[config.mk]
export PLATFORM = sky130hd
export DESIGN_NAME = crc_packet_receiver_with_ack_retx
export DESIGN_NICKNAME = d
export VERILOG_FILES = /design/src/rtl/crcpr_pkg.sv /design/src/rtl/crcpr_front.sv /design/src/rtl/crcpr_queue.sv /design/src/rtl/crcpr_back.sv /design/src/rtl/crc_packet_receiver_with_ack_retx.sv
export SDC_FILE = /design/constraint.sdc
export NUM_CORES = 2
export LEC_CHECK = 0
export BUFFER_PORTS_ARGS = -buffer_cell sky130_fd_sc_hd__buf_2
export CAP_MARGIN = 0
export CORE_UTILIZATION = 55
export CTS_CLUSTER_SIZE = 28
export DETAILED_ROUTE_END_ITERATION = 12
export GPL_ROUTABILITY_DRIVEN = 0
export GPL_TIMING_DRIVEN = 1
export HOLD_SLACK_MARGIN = 0.15
export PLACE_DENSITY = 0.71
export SYNTH_ARGS = -nofsm -noshare
export SYNTH_HDL_FRONTEND = slang
export SYNTH_SLANG_ARGS = --single-unit
[constraint.sdc]
create_clock -name clock -period 6.8 [get_ports clock]
set_input_delay 1.36 -clock clock [delete_from_list [all_inputs] [get_ports clock]]
set_output_delay 1.36 -clock clock [all_outputs]
set_load 0.05 [all_outputs]
[src/rtl/crcpr_pkg.sv]
// Package for the CRC packet receiver: word structs, codes, operation type
// and the CRC-8 byte update. No dependencies.
package crcpr_pkg;

   localparam int DATA_LEN_DEF   = 16;
   localparam int RING_SLOTS_DEF = 8;
   localparam int RADDR_W        = 13;   // holds any ring address in range
   localparam int IDX_W          = 6;    // holds any packet byte index in range
   localparam int QUEUE_DEPTH    = 4;

   localparam logic [1:0] CMD_LINE = 2'd0;
   localparam logic [1:0] CMD_APP  = 2'd1;
   localparam logic [1:0] CMD_POP  = 2'd2;

   localparam logic [1:0] KIND_LINE   = 2'd0;
   localparam logic [1:0] KIND_POP    = 2'd1;
   localparam logic [1:0] KIND_STATUS = 2'd2;

   localparam logic [1:0] CSR_POLY = 2'd0;
   localparam logic [1:0] CSR_INIT = 2'd1;
   localparam logic [1:0] CSR_ACK  = 2'd2;
   localparam logic [1:0] CSR_RETX = 2'd3;

   localparam logic [7:0] FILL_BYTE = 8'hff;

   typedef struct packed {
      logic [1:0] cmd;
      logic [7:0] byte_in;
   } crcpr_req_type;

   typedef struct packed {
      logic [1:0] out_kind;
      logic [7:0] out_byte;
      logic       out_last;
      logic       packets_waiting;
      logic       overflow;
   } crcpr_rsp_type;

   typedef struct packed {
      logic [7:0] poly;
      logic [7:0] init;
      logic [7:0] ack;
      logic [7:0] retx;
   } crcpr_csr_type;

   typedef enum logic [1:0] {RX_LEN, RX_DATA, RX_CRC} crcpr_rx_type;

   typedef enum logic [2:0] {
      OP_RING_WR, OP_APP, OP_SINGLE, OP_RESEND, OP_STATUS, OP_POP
   } crcpr_opc_type;

   typedef enum logic [1:0] {BK_IDLE, BK_BURST} crcpr_bk_type;

   typedef logic [RADDR_W-1:0] crcpr_raddr_type;
   typedef logic [IDX_W-1:0]   crcpr_idx_type;

   typedef struct packed {
      crcpr_opc_type   opc;
      logic [7:0]      data;
      crcpr_idx_type   idx;
      crcpr_raddr_type addr;
      logic            last;
      logic            pkts_waiting;
      logic            overflow;
   } crcpr_op_type;

   function automatic logic [7:0] crc_byte(logic [7:0] crc, logic [7:0] b,
                                           logic [7:0] poly);
      logic [7:0] c;
      c = crc ^ b;
      for (int i = 0; i < 8; i++) begin
         if (c[7]) c = {c[6:0], 1'b0} ^ poly;
         else c = {c[6:0], 1'b0};
      end
      return c;
   endfunction

endpackage

[src/rtl/crcpr_front.sv]
// Front end: receive state, CRC check, ring pointers and flags; turns each
// word into at most one back-end operation. Depends on crcpr_pkg.
module crcpr_front import crcpr_pkg::*; #(
   parameter int DATA_LEN   = DATA_LEN_DEF,
   parameter int RING_SLOTS = RING_SLOTS_DEF
) (
   input  logic          clock,
   input  logic          reset,
   input  crcpr_csr_type csr,
   input  logic          accept,
   input  crcpr_req_type req,
   output logic          push,
   output crcpr_op_type  op
);
   localparam int SLOT_BYTES = DATA_LEN + 1;
   localparam int PKT_BYTES  = DATA_LEN + 2;
   localparam int RAW = $clog2(RING_SLOTS * SLOT_BYTES);
   localparam int SW  = $clog2(RING_SLOTS);
   localparam int CW  = (DATA_LEN > 1) ? $clog2(DATA_LEN) : 1;
   localparam int AW  = $clog2(PKT_BYTES);

   crcpr_rx_type   phase_ff, phase_in;
   logic [CW-1:0]  cnt_ff, cnt_in, k;
   logic [7:0]     crc_ff, crc_in;
   logic           ackm_ff, ackm_in, retxm_ff, retxm_in;
   logic [SW-1:0]  wr_ff, wr_in, rd_ff, rd_in, wr_nx, rd_nx;
   logic [RAW-1:0] wrb_ff, wrb_in, rdb_ff, rdb_in, wrb_nx, rdb_nx;
   logic [AW-1:0]  app_ff, app_in, aidx;
   logic           ovf_ff, ovf_in;

   always_comb begin
      wr_nx  = (wr_ff == SW'(RING_SLOTS - 1)) ? '0 : wr_ff + SW'(1);
      rd_nx  = (rd_ff == SW'(RING_SLOTS - 1)) ? '0 : rd_ff + SW'(1);
      wrb_nx = (wr_ff == SW'(RING_SLOTS - 1)) ? '0 : wrb_ff + RAW'(SLOT_BYTES);
      rdb_nx = (rd_ff == SW'(RING_SLOTS - 1)) ? '0 : rdb_ff + RAW'(SLOT_BYTES);
      k      = (cnt_ff >= CW'(DATA_LEN - 1)) ? CW'(DATA_LEN - 1) : cnt_ff;
      aidx   = (app_ff >= AW'(PKT_BYTES - 1)) ? AW'(PKT_BYTES - 1) : app_ff;
      if (app_ff > AW'(PKT_BYTES - 1)) aidx = '0;
   end

   always_comb begin
      phase_in = phase_ff; cnt_in = cnt_ff; crc_in = crc_ff;
      ackm_in = ackm_ff; retxm_in = retxm_ff;
      wr_in = wr_ff; rd_in = rd_ff; wrb_in = wrb_ff; rdb_in = rdb_ff;
      app_in = app_ff; ovf_in = ovf_ff;
      push = 1'b0;
      op = '0;
      op.opc = OP_RING_WR;
      case (req.cmd)
         CMD_LINE: begin
            unique case (phase_ff)
               RX_LEN: begin
                  push = 1'b1;
                  op.addr = crcpr_raddr_type'(wrb_ff);
                  op.data = req.byte_in;
                  crc_in = crc_byte(csr.init, req.byte_in, csr.poly);
                  ackm_in = (req.byte_in == 8'd1);
                  retxm_in = (req.byte_in == 8'd1);
                  cnt_in = '0;
                  phase_in = RX_DATA;
               end
               RX_DATA: begin
                  push = 1'b1;
                  op.addr = crcpr_raddr_type'(wrb_ff + RAW'(1) + RAW'(k));
                  op.data = req.byte_in;
                  crc_in = crc_byte(crc_ff, req.byte_in, csr.poly);
                  if (k == '0) begin
                     if (req.byte_in != csr.ack) ackm_in = 1'b0;
                     if (req.byte_in != csr.retx) retxm_in = 1'b0;
                  end else if (req.byte_in != FILL_BYTE) begin
                     ackm_in = 1'b0;
                     retxm_in = 1'b0;
                  end
                  if (k == CW'(DATA_LEN - 1)) begin
                     cnt_in = '0;
                     phase_in = RX_CRC;
                  end else begin
                     cnt_in = k + CW'(1);
                  end
               end
               RX_CRC: begin
                  phase_in = RX_LEN;
                  cnt_in = '0;
                  if (req.byte_in != crc_ff) begin
                     push = 1'b1;
                     op.opc = OP_SINGLE;
                     op.data = csr.retx;
                     app_in = '0;
                  end else if (retxm_ff) begin
                     push = 1'b1;
                     op.opc = OP_RESEND;
                     app_in = '0;
                  end else if (ackm_ff) begin
                     push = 1'b0;   // ACK absorbed
                  end else if (wr_nx == rd_ff) begin
                     push = 1'b1;
                     op.opc = OP_STATUS;
                     ovf_in = 1'b1;
                  end else begin
                     push = 1'b1;
                     op.opc = OP_SINGLE;
                     op.data = csr.ack;
                     wr_in = wr_nx;
                     wrb_in = wrb_nx;
                     app_in = '0;
                  end
               end
               default: phase_in = RX_LEN;
            endcase
         end
         CMD_APP: begin
            push = 1'b1;
            op.opc = OP_APP;
            op.data = req.byte_in;
            op.idx = crcpr_idx_type'(aidx);
            op.last = (aidx == AW'(PKT_BYTES - 1));
            app_in = (aidx == AW'(PKT_BYTES - 1)) ? '0 : aidx + AW'(1);
         end
         CMD_POP: begin
            push = 1'b1;
            if (rd_ff == wr_ff) begin
               op.opc = OP_STATUS;
            end else begin
               op.opc = OP_POP;
               op.addr = crcpr_raddr_type'(rdb_ff);
               rd_in = rd_nx;
               rdb_in = rdb_nx;
            end
         end
         default: push = 1'b0;
      endcase
      op.pkts_waiting = (rd_in != wr_in);
      op.overflow = ovf_in;
      push = push & accept;
   end

   always_ff @(posedge clock) begin
      if (reset) begin
         phase_ff <= RX_LEN;
         cnt_ff <= '0;
         crc_ff <= csr.init;
         ackm_ff <= 1'b1;
         retxm_ff <= 1'b1;
         wr_ff <= '0; rd_ff <= '0; wrb_ff <= '0; rdb_ff <= '0;
         app_ff <= '0;
         ovf_ff <= 1'b0;
      end else if (accept) begin
         phase_ff <= phase_in;
         cnt_ff <= cnt_in;
         crc_ff <= crc_in;
         ackm_ff <= ackm_in;
         retxm_ff <= retxm_in;
         wr_ff <= wr_in; rd_ff <= rd_in; wrb_ff <= wrb_in; rdb_ff <= rdb_in;
         app_ff <= app_in;
         ovf_ff <= ovf_in;
      end
   end
endmodule

[src/rtl/crcpr_queue.sv]
// Short operation queue between front and back end.
// Depends on crcpr_pkg.
module crcpr_queue import crcpr_pkg::*; (
   input  logic         clock,
   input  logic         reset,
   input  logic         push,
   input  crcpr_op_type push_op,
   output logic         full,
   input  logic         pop,
   output logic         nonempty,
   output crcpr_op_type head
);
   localparam int PW = $clog2(QUEUE_DEPTH);

   crcpr_op_type  mem_ff [QUEUE_DEPTH];
   logic [PW-1:0] wp_ff, rp_ff;
   logic [PW:0]   cnt_ff, cnt_in;

   assign full = (cnt_ff == (PW+1)'(QUEUE_DEPTH));
   assign nonempty = (cnt_ff != '0);
   assign head = mem_ff[rp_ff];

   always_comb begin
      cnt_in = cnt_ff;
      if (push && !pop) cnt_in = cnt_ff + (PW+1)'(1);
      else if (pop && !push) cnt_in = cnt_ff - (PW+1)'(1);
   end

   always_ff @(posedge clock) begin
      if (push) mem_ff[wp_ff] <= push_op;
      if (reset) begin
         wp_ff <= '0; rp_ff <= '0; cnt_ff <= '0;
      end else begin
         if (push) wp_ff <= wp_ff + PW'(1);
         if (pop) rp_ff <= rp_ff + PW'(1);
         cnt_ff <= cnt_in;
      end
   end
endmodule

[src/rtl/crcpr_back.sv]
// Back end: ring memory, last-sent buffer, burst sequencer and result
// register. Depends on crcpr_pkg.
module crcpr_back import crcpr_pkg::*; #(
   parameter int DATA_LEN   = DATA_LEN_DEF,
   parameter int RING_SLOTS = RING_SLOTS_DEF
) (
   input  logic          clock,
   input  logic          reset,
   input  crcpr_csr_type csr,
   input  logic          q_nonempty,
   input  crcpr_op_type  q_head,
   output logic          q_pop,
   output logic          rsp_valid,
   input  logic          rsp_ready,
   output crcpr_rsp_type rsp_data
);
   localparam int SLOT_BYTES = DATA_LEN + 1;
   localparam int PKT_BYTES  = DATA_LEN + 2;
   localparam int DEPTH = RING_SLOTS * SLOT_BYTES;
   localparam int RAW = $clog2(DEPTH);
   localparam int AW  = $clog2(PKT_BYTES);

   logic [7:0]     ring_mem [DEPTH];
   logic [7:0]     rd_data_ff;
   logic           rd_en, wr_en;
   logic [RAW-1:0] rd_addr, wr_addr;

   logic [7:0]     last_ff [PKT_BYTES];
   logic           ls_we;
   logic [AW-1:0]  ls_addr;
   logic [7:0]     ls_data;

   crcpr_bk_type   st_ff, st_in;
   crcpr_op_type   cur_ff, cur_in;
   logic [AW-1:0]  cnt_ff, cnt_in;
   logic [7:0]     crc_ff, crc_in;
   logic [RAW-1:0] addr_ff, addr_in;

   logic           rv_ff, rv_in;
   crcpr_rsp_type  rsp_ff, rsp_in;
   logic           can_emit;
   logic [7:0]     b;
   logic           endb;

   assign can_emit = !rv_ff || rsp_ready;
   assign rsp_valid = rv_ff;
   assign rsp_data = rsp_ff;

   always_comb begin
      st_in = st_ff; cur_in = cur_ff; cnt_in = cnt_ff; crc_in = crc_ff;
      addr_in = addr_ff;
      rv_in = rv_ff && !rsp_ready;
      rsp_in = rsp_ff;
      q_pop = 1'b0;
      rd_en = 1'b0; rd_addr = addr_ff;
      wr_en = 1'b0; wr_addr = q_head.addr[RAW-1:0];
      ls_we = 1'b0; ls_addr = cnt_ff; ls_data = q_head.data;
      b = 8'h00;
      endb = 1'b0;
      unique case (st_ff)
         BK_IDLE: begin
            if (q_nonempty) begin
               case (q_head.opc)
                  OP_RING_WR: begin
                     wr_en = 1'b1;
                     q_pop = 1'b1;
                  end
                  OP_APP, OP_STATUS: begin
                     if (can_emit) begin
                        q_pop = 1'b1;
                        rv_in = 1'b1;
                        rsp_in.packets_waiting = q_head.pkts_waiting;
                        rsp_in.overflow = q_head.overflow;
                        if (q_head.opc == OP_APP) begin
                           ls_we = 1'b1;
                           ls_addr = q_head.idx[AW-1:0];
                           rsp_in.out_kind = KIND_LINE;
                           rsp_in.out_byte = q_head.data;
                           rsp_in.out_last = q_head.last;
                        end else begin
                           rsp_in.out_kind = KIND_STATUS;
                           rsp_in.out_byte = 8'h00;
                           rsp_in.out_last = 1'b1;
                        end
                     end
                  end
                  default: begin
                     // bursts: single, resend, pop (pop primes first read)
                     q_pop = 1'b1;
                     cur_in = q_head;
                     cnt_in = '0;
                     crc_in = csr.init;
                     addr_in = q_head.addr[RAW-1:0];
                     rd_addr = q_head.addr[RAW-1:0];
                     rd_en = (q_head.opc == OP_POP);
                     st_in = BK_BURST;
                  end
               endcase
            end
         end
         BK_BURST: begin
            if (cur_ff.opc == OP_POP) begin
               b = rd_data_ff;
               endb = (cnt_ff == AW'(SLOT_BYTES - 1));
            end else if (cur_ff.opc == OP_RESEND) begin
               b = last_ff[cnt_ff];
               endb = (cnt_ff == AW'(PKT_BYTES - 1));
            end else begin
               if (cnt_ff == '0) b = 8'd1;
               else if (cnt_ff == AW'(1)) b = cur_ff.data;
               else if (cnt_ff == AW'(PKT_BYTES - 1)) b = crc_ff;
               else b = FILL_BYTE;
               endb = (cnt_ff == AW'(PKT_BYTES - 1));
            end
            if (can_emit) begin
               rv_in = 1'b1;
               rsp_in.out_kind = (cur_ff.opc == OP_POP) ? KIND_POP : KIND_LINE;
               rsp_in.out_byte = b;
               rsp_in.out_last = endb;
               rsp_in.packets_waiting = cur_ff.pkts_waiting;
               rsp_in.overflow = cur_ff.overflow;
               if (cur_ff.opc == OP_SINGLE) begin
                  ls_we = 1'b1;
                  ls_data = b;
                  crc_in = crc_byte(crc_ff, b, csr.poly);
               end
               cnt_in = cnt_ff + AW'(1);
               if (cur_ff.opc == OP_POP && !endb) begin
                  addr_in = addr_ff + RAW'(1);
                  rd_addr = addr_ff + RAW'(1);
                  rd_en = 1'b1;
               end
               if (endb) st_in = BK_IDLE;
            end
         end
         default: st_in = BK_IDLE;
      endcase
   end

   always_ff @(posedge clock) begin
      if (wr_en) ring_mem[wr_addr] <= q_head.data;
      if (rd_en) rd_data_ff <= ring_mem[rd_addr];
   end

   always_ff @(posedge clock) begin
      if (reset) begin
         for (int i = 0; i < PKT_BYTES; i++) last_ff[i] <= 8'h00;
      end else if (ls_we) begin
         last_ff[ls_addr] <= ls_data;
      end
   end

   always_ff @(posedge clock) begin
      cur_ff <= cur_in;
      cnt_ff <= cnt_in;
      crc_ff <= crc_in;
      addr_ff <= addr_in;
      rsp_ff <= rsp_in;
      if (reset) begin
         st_ff <= BK_IDLE;
         rv_ff <= 1'b0;
      end else begin
         st_ff <= st_in;
         rv_ff <= rv_in;
      end
   end
endmodule

[src/rtl/crc_packet_receiver_with_ack_retx.sv]
// Top level of the CRC packet receiver with ACK and retransmit handling.
// Holds the CSR bank and ties front end, op queue and back end together.
// Depends on crcpr_pkg, crcpr_front, crcpr_queue, crcpr_back.
//
//  channel | ports                        | carries
//  --------+------------------------------+---------------------------------
//  req     | req_valid req_ready req_data | cmd + byte word, one per handshake
//  rsp     | rsp_valid rsp_ready rsp_data | result word (kind/byte/last/flags)
//  csr     | csr_valid csr_ready csr_*    | register index + write data
//
// Cycles: the front takes one req word per cycle while the 4-entry op queue
//    has room; a line byte is one ring write and an app byte one rsp word.
// A packet's CRC byte, or a pop while the ring holds a packet, may start a
//    burst: a dispatch step, then DATA_LEN+2 rsp words to the line or
//    DATA_LEN+1 on pop, one per cycle unless rsp stalls. Burst length sets
//    sustained rate; the back end takes no other op during a burst.
// Reset is synchronous; it clears pointers, flags and the last-sent buffer.
// rsp stalls hold the back end only; the front keeps filling the queue.
module crc_packet_receiver_with_ack_retx import crcpr_pkg::*; #(
   parameter int DATA_LEN   = DATA_LEN_DEF,
   parameter int RING_SLOTS = RING_SLOTS_DEF
) (
   input  logic          clock,
   input  logic          reset,
   input  logic          req_valid,
   output logic          req_ready,
   input  crcpr_req_type req_data,
   output logic          rsp_valid,
   input  logic          rsp_ready,
   output crcpr_rsp_type rsp_data,
   input  logic          csr_valid,
   output logic          csr_ready,
   input  logic [1:0]    csr_index,
   input  logic [7:0]    csr_wdata
);
   crcpr_csr_type csr_ff;
   logic          q_full, q_nonempty, q_push, q_pop, req_accept;
   crcpr_op_type  f_op, q_head;

   // register writes are always accepted
   assign csr_ready = 1'b1;

   always_ff @(posedge clock) begin
      if (reset) begin
         csr_ff.poly <= 8'h07;
         csr_ff.init <= 8'h00;
         csr_ff.ack  <= 8'd21;
         csr_ff.retx <= 8'd25;
      end else if (csr_valid) begin
         unique case (csr_index)
            CSR_POLY: csr_ff.poly <= csr_wdata;
            CSR_INIT: csr_ff.init <= csr_wdata;
            CSR_ACK:  csr_ff.ack  <= csr_wdata;
            CSR_RETX: csr_ff.retx <= csr_wdata;
            default:  csr_ff.poly <= csr_ff.poly;
         endcase
      end
   end

   // front accepts whenever the queue can take an op
   assign req_ready  = !q_full;
   assign req_accept = req_valid && req_ready;

   crcpr_front #(.DATA_LEN(DATA_LEN), .RING_SLOTS(RING_SLOTS)) u_front (
      .clock(clock), .reset(reset), .csr(csr_ff),
      .accept(req_accept), .req(req_data),
      .push(q_push), .op(f_op)
   );

   crcpr_queue u_queue (
      .clock(clock), .reset(reset),
      .push(q_push), .push_op(f_op), .full(q_full),
      .pop(q_pop), .nonempty(q_nonempty), .head(q_head)
   );

   crcpr_back #(.DATA_LEN(DATA_LEN), .RING_SLOTS(RING_SLOTS)) u_back (
      .clock(clock), .reset(reset), .csr(csr_ff),
      .q_nonempty(q_nonempty), .q_head(q_head), .q_pop(q_pop),
      .rsp_valid(rsp_valid), .rsp_ready(rsp_ready), .rsp_data(rsp_data)
   );

   // status words carry no byte and always end their step
   a_status_shape: assert property (@(posedge clock) disable iff (reset)
      rsp_valid && rsp_data.out_kind == KIND_STATUS
      |-> rsp_data.out_last && rsp_data.out_byte == 8'h00)
      else $error("status word malformed");

   // overflow is sticky across consecutive results
   a_ovf_sticky: assert property (@(posedge clock) disable iff (reset)
      rsp_valid && rsp_ready && rsp_data.overflow
      |=> !rsp_valid || rsp_data.overflow)
      else $error("overflow flag cleared");

   // the queue is never pushed while full
   a_no_q_overrun: assert property (@(posedge clock) disable iff (reset)
      q_push |-> !q_full)
      else $error("op queue overrun");

   // no undefined result kind
   a_kind: assert property (@(posedge clock) disable iff (reset)
      rsp_valid |-> rsp_data.out_kind != 2'd3)
      else $error("bad result kind");
endmodule
==> impl_metrics.json <==
{
  "startpoint_type": "register",
  "postPlaceCellArea_mm2": 0.0702,
  "final_util_pct": 61.8,
  "r2r_slack_ps": 430,
  "clk_latency_ps": 800,
  "grtUsageMet3_pct": 3.58,
  "via_count": 36100,
  "final_nets": 4124,
  "tritoncts": "done",
  "grt_pass1_wl_mm": 231,
  "cts_htree_levels": 4,
  "setup_slack_ps": 430,
  "worstMarginPinSlew_ps": 1330,
  "cp.arrival_ps": 6890,
  "hold_path.class": "reg -> reg",
  "cts_setup_buffers": 0,
  "finalSetupViolCount": 0,
  "clk_pin_slew_ps": 60,
  "syn-num-nets": 4056,
  "slew_violations": 0,
  "synth_warnings": 0,
  "syn-cell-area_mm2": 0.0680,
  "cp-end-kind": "register",
  "rows": 128,
  "drtPass1Iterations": 7,
  "slew_headroom_pct": 10.6,
  "grt_max_degree": 97,
  "ys_ff_latch": 1599,
  "synthFlopType": "edfxtp_1",
  "drive_gt1_share_pct": 19.9,
  "finalWirelength_mm": 153,
  "postCtsHoldBufs": 0,
  "cts_made_buffers": 160,
  "holdPathEnd": "u_front.ovf_ff",
  "clock_tree.buffer_depth": 3,
  "core_mm2": 0.122,
  "outcome": "finished, final reports clean",
  "r2r_cells": 17,
  "drt_iter0_drc": 3976,
  "hpwlAfterDp_mm": 96.5,
  "io_pins": 41,
  "antenna_left": 0,
  "synthArstFlopShare_pct": 0,
  "nFillCells": 8611,
  "final.period_utilization_pct": 93.7,
  "skew_ps": 38.7,
  "grt_antenna_before_repair": 3,
  "grt-busiest-layer": "met2",
  "critPathKind": "reg -> reg",
  "chipWidth_um": 354,
  "root_buffer": "clkbuf_16",
  "synth.avg_cell_area_um2": 17.0,
  "synthCells": 4002,
  "r2r-end": "u_back.crc_ff[2]",
  "cap_viol_max_count": 0,
  "final_cell_mix": "edfxtp_1, mux4_2, nor2_1",
  "dp_worst_setup_slack_ps": 364,
  "rsz0062_at_grt": "false",
  "gr-usage-all-layers_pct": 24.8,
  "grt_pass1_vias": 36000,
  "start_util_pct": 55.7,
  "port_buffers": 39,
  "final_common_cell": "edfxtp_1",
  "die_area_mm2": 0.125,
  "critPathMaxFanout": 15,
  "power_leakage_nw": 24.4,
  "min_path_cells": 2,
  "seq_area_frac_synth_pct": 69.2,
  "vias_per_cell": 6.19,
  "power.density_mw_per_mm2": 490,
  "grt_overflow": 0,
  "yosysUniqueCellTypes": 86,
  "design_area_mm2": 0.0755,
  "cts_sinks": 1599,
  "met2_usage_pct": 40.5,
  "final-hold-violation-count": 0,
  "period_minus_slack_ps": 6370,
  "vdd_drop_max_v": 0.000591,
  "fin_tns_setup_ps": 0,
  "grt.met1_usage_pct": 34.8,
  "syn2layout_area_growth_pct": 11.1,
  "max_freq_mhz": 157,
  "crit_required_ps": 7320,
  "hp-start": "u_front.ovf_ff",
  "dieHeight_um": 354,
  "drc_errors": 0,
  "synth-edff-count": 1507,
  "post_drt_wl_per_cell_um": 26.3
}
repair_timing:
action / in CTS / in global routing
setup endpoints to repair: 0 / 1
gates resized for setup: 0 / 1
endpoints found under the hold margin: 0 / 0
metal layers:
| layer | routed length (um) | part of all wire [%] |
|---|---|---|
| met5 | 8 | 0.0052 |
| met4 | 4460 | 2.9 |
| met3 | 10000 | 6.5 |
| met2 | 75600 | 49 |
| met1 | 63000 | 41 |
stage by stage:
stage | instances | hold slack (ps) | power (mW)
global placement | 5533 | 449 | 28.1
global route | 5827 | 505 | 38.4
finish | 5827 | 489 | 37.0
detailed placement | 5533 | 467 | 28.3
CTS | 5826 | 477 | 37.2
floorplan | 4002 | 428 | 23.7
how the worst max path moves through the flow:
stage	start	endpoint	slack, ps	cells after the start
5_1_grt	register	u_back.crc_ff[2]	50	17
4_1_cts	register	u_back.crc_ff[2]	280	18
3_5_place_dp	register	u_back.crc_ff[2]	360	18
6_report	register	u_back.crc_ff[2]	430	17
2_1_floorplan	req_data[7]	u_front.crc_ff[2]	1280	17
3_3_place_gp	register	u_back.crc_ff[2]	410	18
kinds of logic (layout without fill, tap and decap cells):
kind of cell               Yosys count  after routing  synth area share, %
xor gates and xnor gates           234            234                 3.27
and+or+nand+nor                   1006           1006                 6.50
AOI/OAI and AO/OA                  308            308                 2.98
other                                1              2              0.00551
adders and majority gates           29             29                0.556
buffers and inverters              279            478                 1.64
DFF                               1599           1599                 69.2
muxes                              546            546                 15.8
flip-flops by register name, summed over array words and instances, names as in the netlist, 13 cells and up, named ones only:
name,count
csr_ff,32
u_back.cur_ff,13
u_back.last_ff,256
u_back.ring_mem,1088
u_back.rsp_data,13
u_queue.mem_ff,108
where the power goes:
part           switching [mW]  internal [mW]
Sequential              0.337           12.0
Clock                    3.70           5.17
Combinational            8.62           7.15
Total                    12.7           24.3
final cells by class:
class,instances,area (um2),area share (%)
timing repair buffer,132,1030,1.37
inverter,53,199,0.263
antenna,1,2.50,0.00331
clock buffer,192,4160,5.50
multi-input combinational,2124,19900,26.3
sequential,1599,47100,62.4
tap,1625,2030,2.69
clock inverter,101,1120,1.48
critical path, cell delays in order, from the launching register on:
cell and delay [ps]:
dfxtp_1 880, buf_4 300, nor2b_1 570, a21oi_1 140
a31oi_1 220, nand4_1 280, mux2i_1 500, nor2_1 200
xnor3_1 440, and3_1 200, or3_1 340, a21oi_1 280
xor3_1 440, or3b_1 410, a31oi_2 360, o21ai_2 120
xnor2_1 150, mux2_2 270
synthesized netlist by cell type, types with 6 or more instances:
| cell | n | area share, % |
|---|---|---|
| a211oi_1 | 33 | 0.36 |
| a21o_1 | 12 | 0.13 |
| a21oi_1 | 66 | 0.49 |
| a222oi_1 | 9 | 0.13 |
| a22o_1 | 7 | 0.090 |
| a22oi_1 | 16 | 0.18 |
| a31oi_1 | 12 | 0.11 |
| and2_1 | 23 | 0.21 |
| and3_1 | 19 | 0.17 |
| buf_1 | 51 | 0.28 |
| buf_2 | 8 | 0.059 |
| buf_4 | 6 | 0.066 |
| clkbuf_1 | 157 | 0.87 |
| dfxtp_1 | 92 | 2.7 |
| edfxtp_1 | 1507 | 67 |
| ha_1 | 27 | 0.50 |
| inv_1 | 51 | 0.28 |
| mux2_2 | 27 | 0.45 |
| mux2i_1 | 101 | 1.5 |
| mux4_2 | 414 | 14 |
| nand2_1 | 336 | 1.9 |
| nand2b_1 | 32 | 0.29 |
| nand3_1 | 47 | 0.35 |
| nand3b_1 | 19 | 0.21 |
| nand4_1 | 10 | 0.092 |
| nor2_1 | 403 | 2.2 |
| nor2b_1 | 30 | 0.28 |
| nor3_1 | 33 | 0.24 |
| nor3b_1 | 7 | 0.077 |
| nor4_1 | 10 | 0.092 |
| o211ai_1 | 14 | 0.15 |
| o21ai_0 | 72 | 0.53 |
| o21ai_1 | 11 | 0.081 |
| o22ai_1 | 8 | 0.074 |
| or2_2 | 8 | 0.074 |
| or3_1 | 10 | 0.092 |
| xnor2_1 | 153 | 2.0 |
| xnor3_1 | 9 | 0.30 |
| xor2_1 | 68 | 0.88 |
Note: power is estimated with default switching activity, not from simulation.
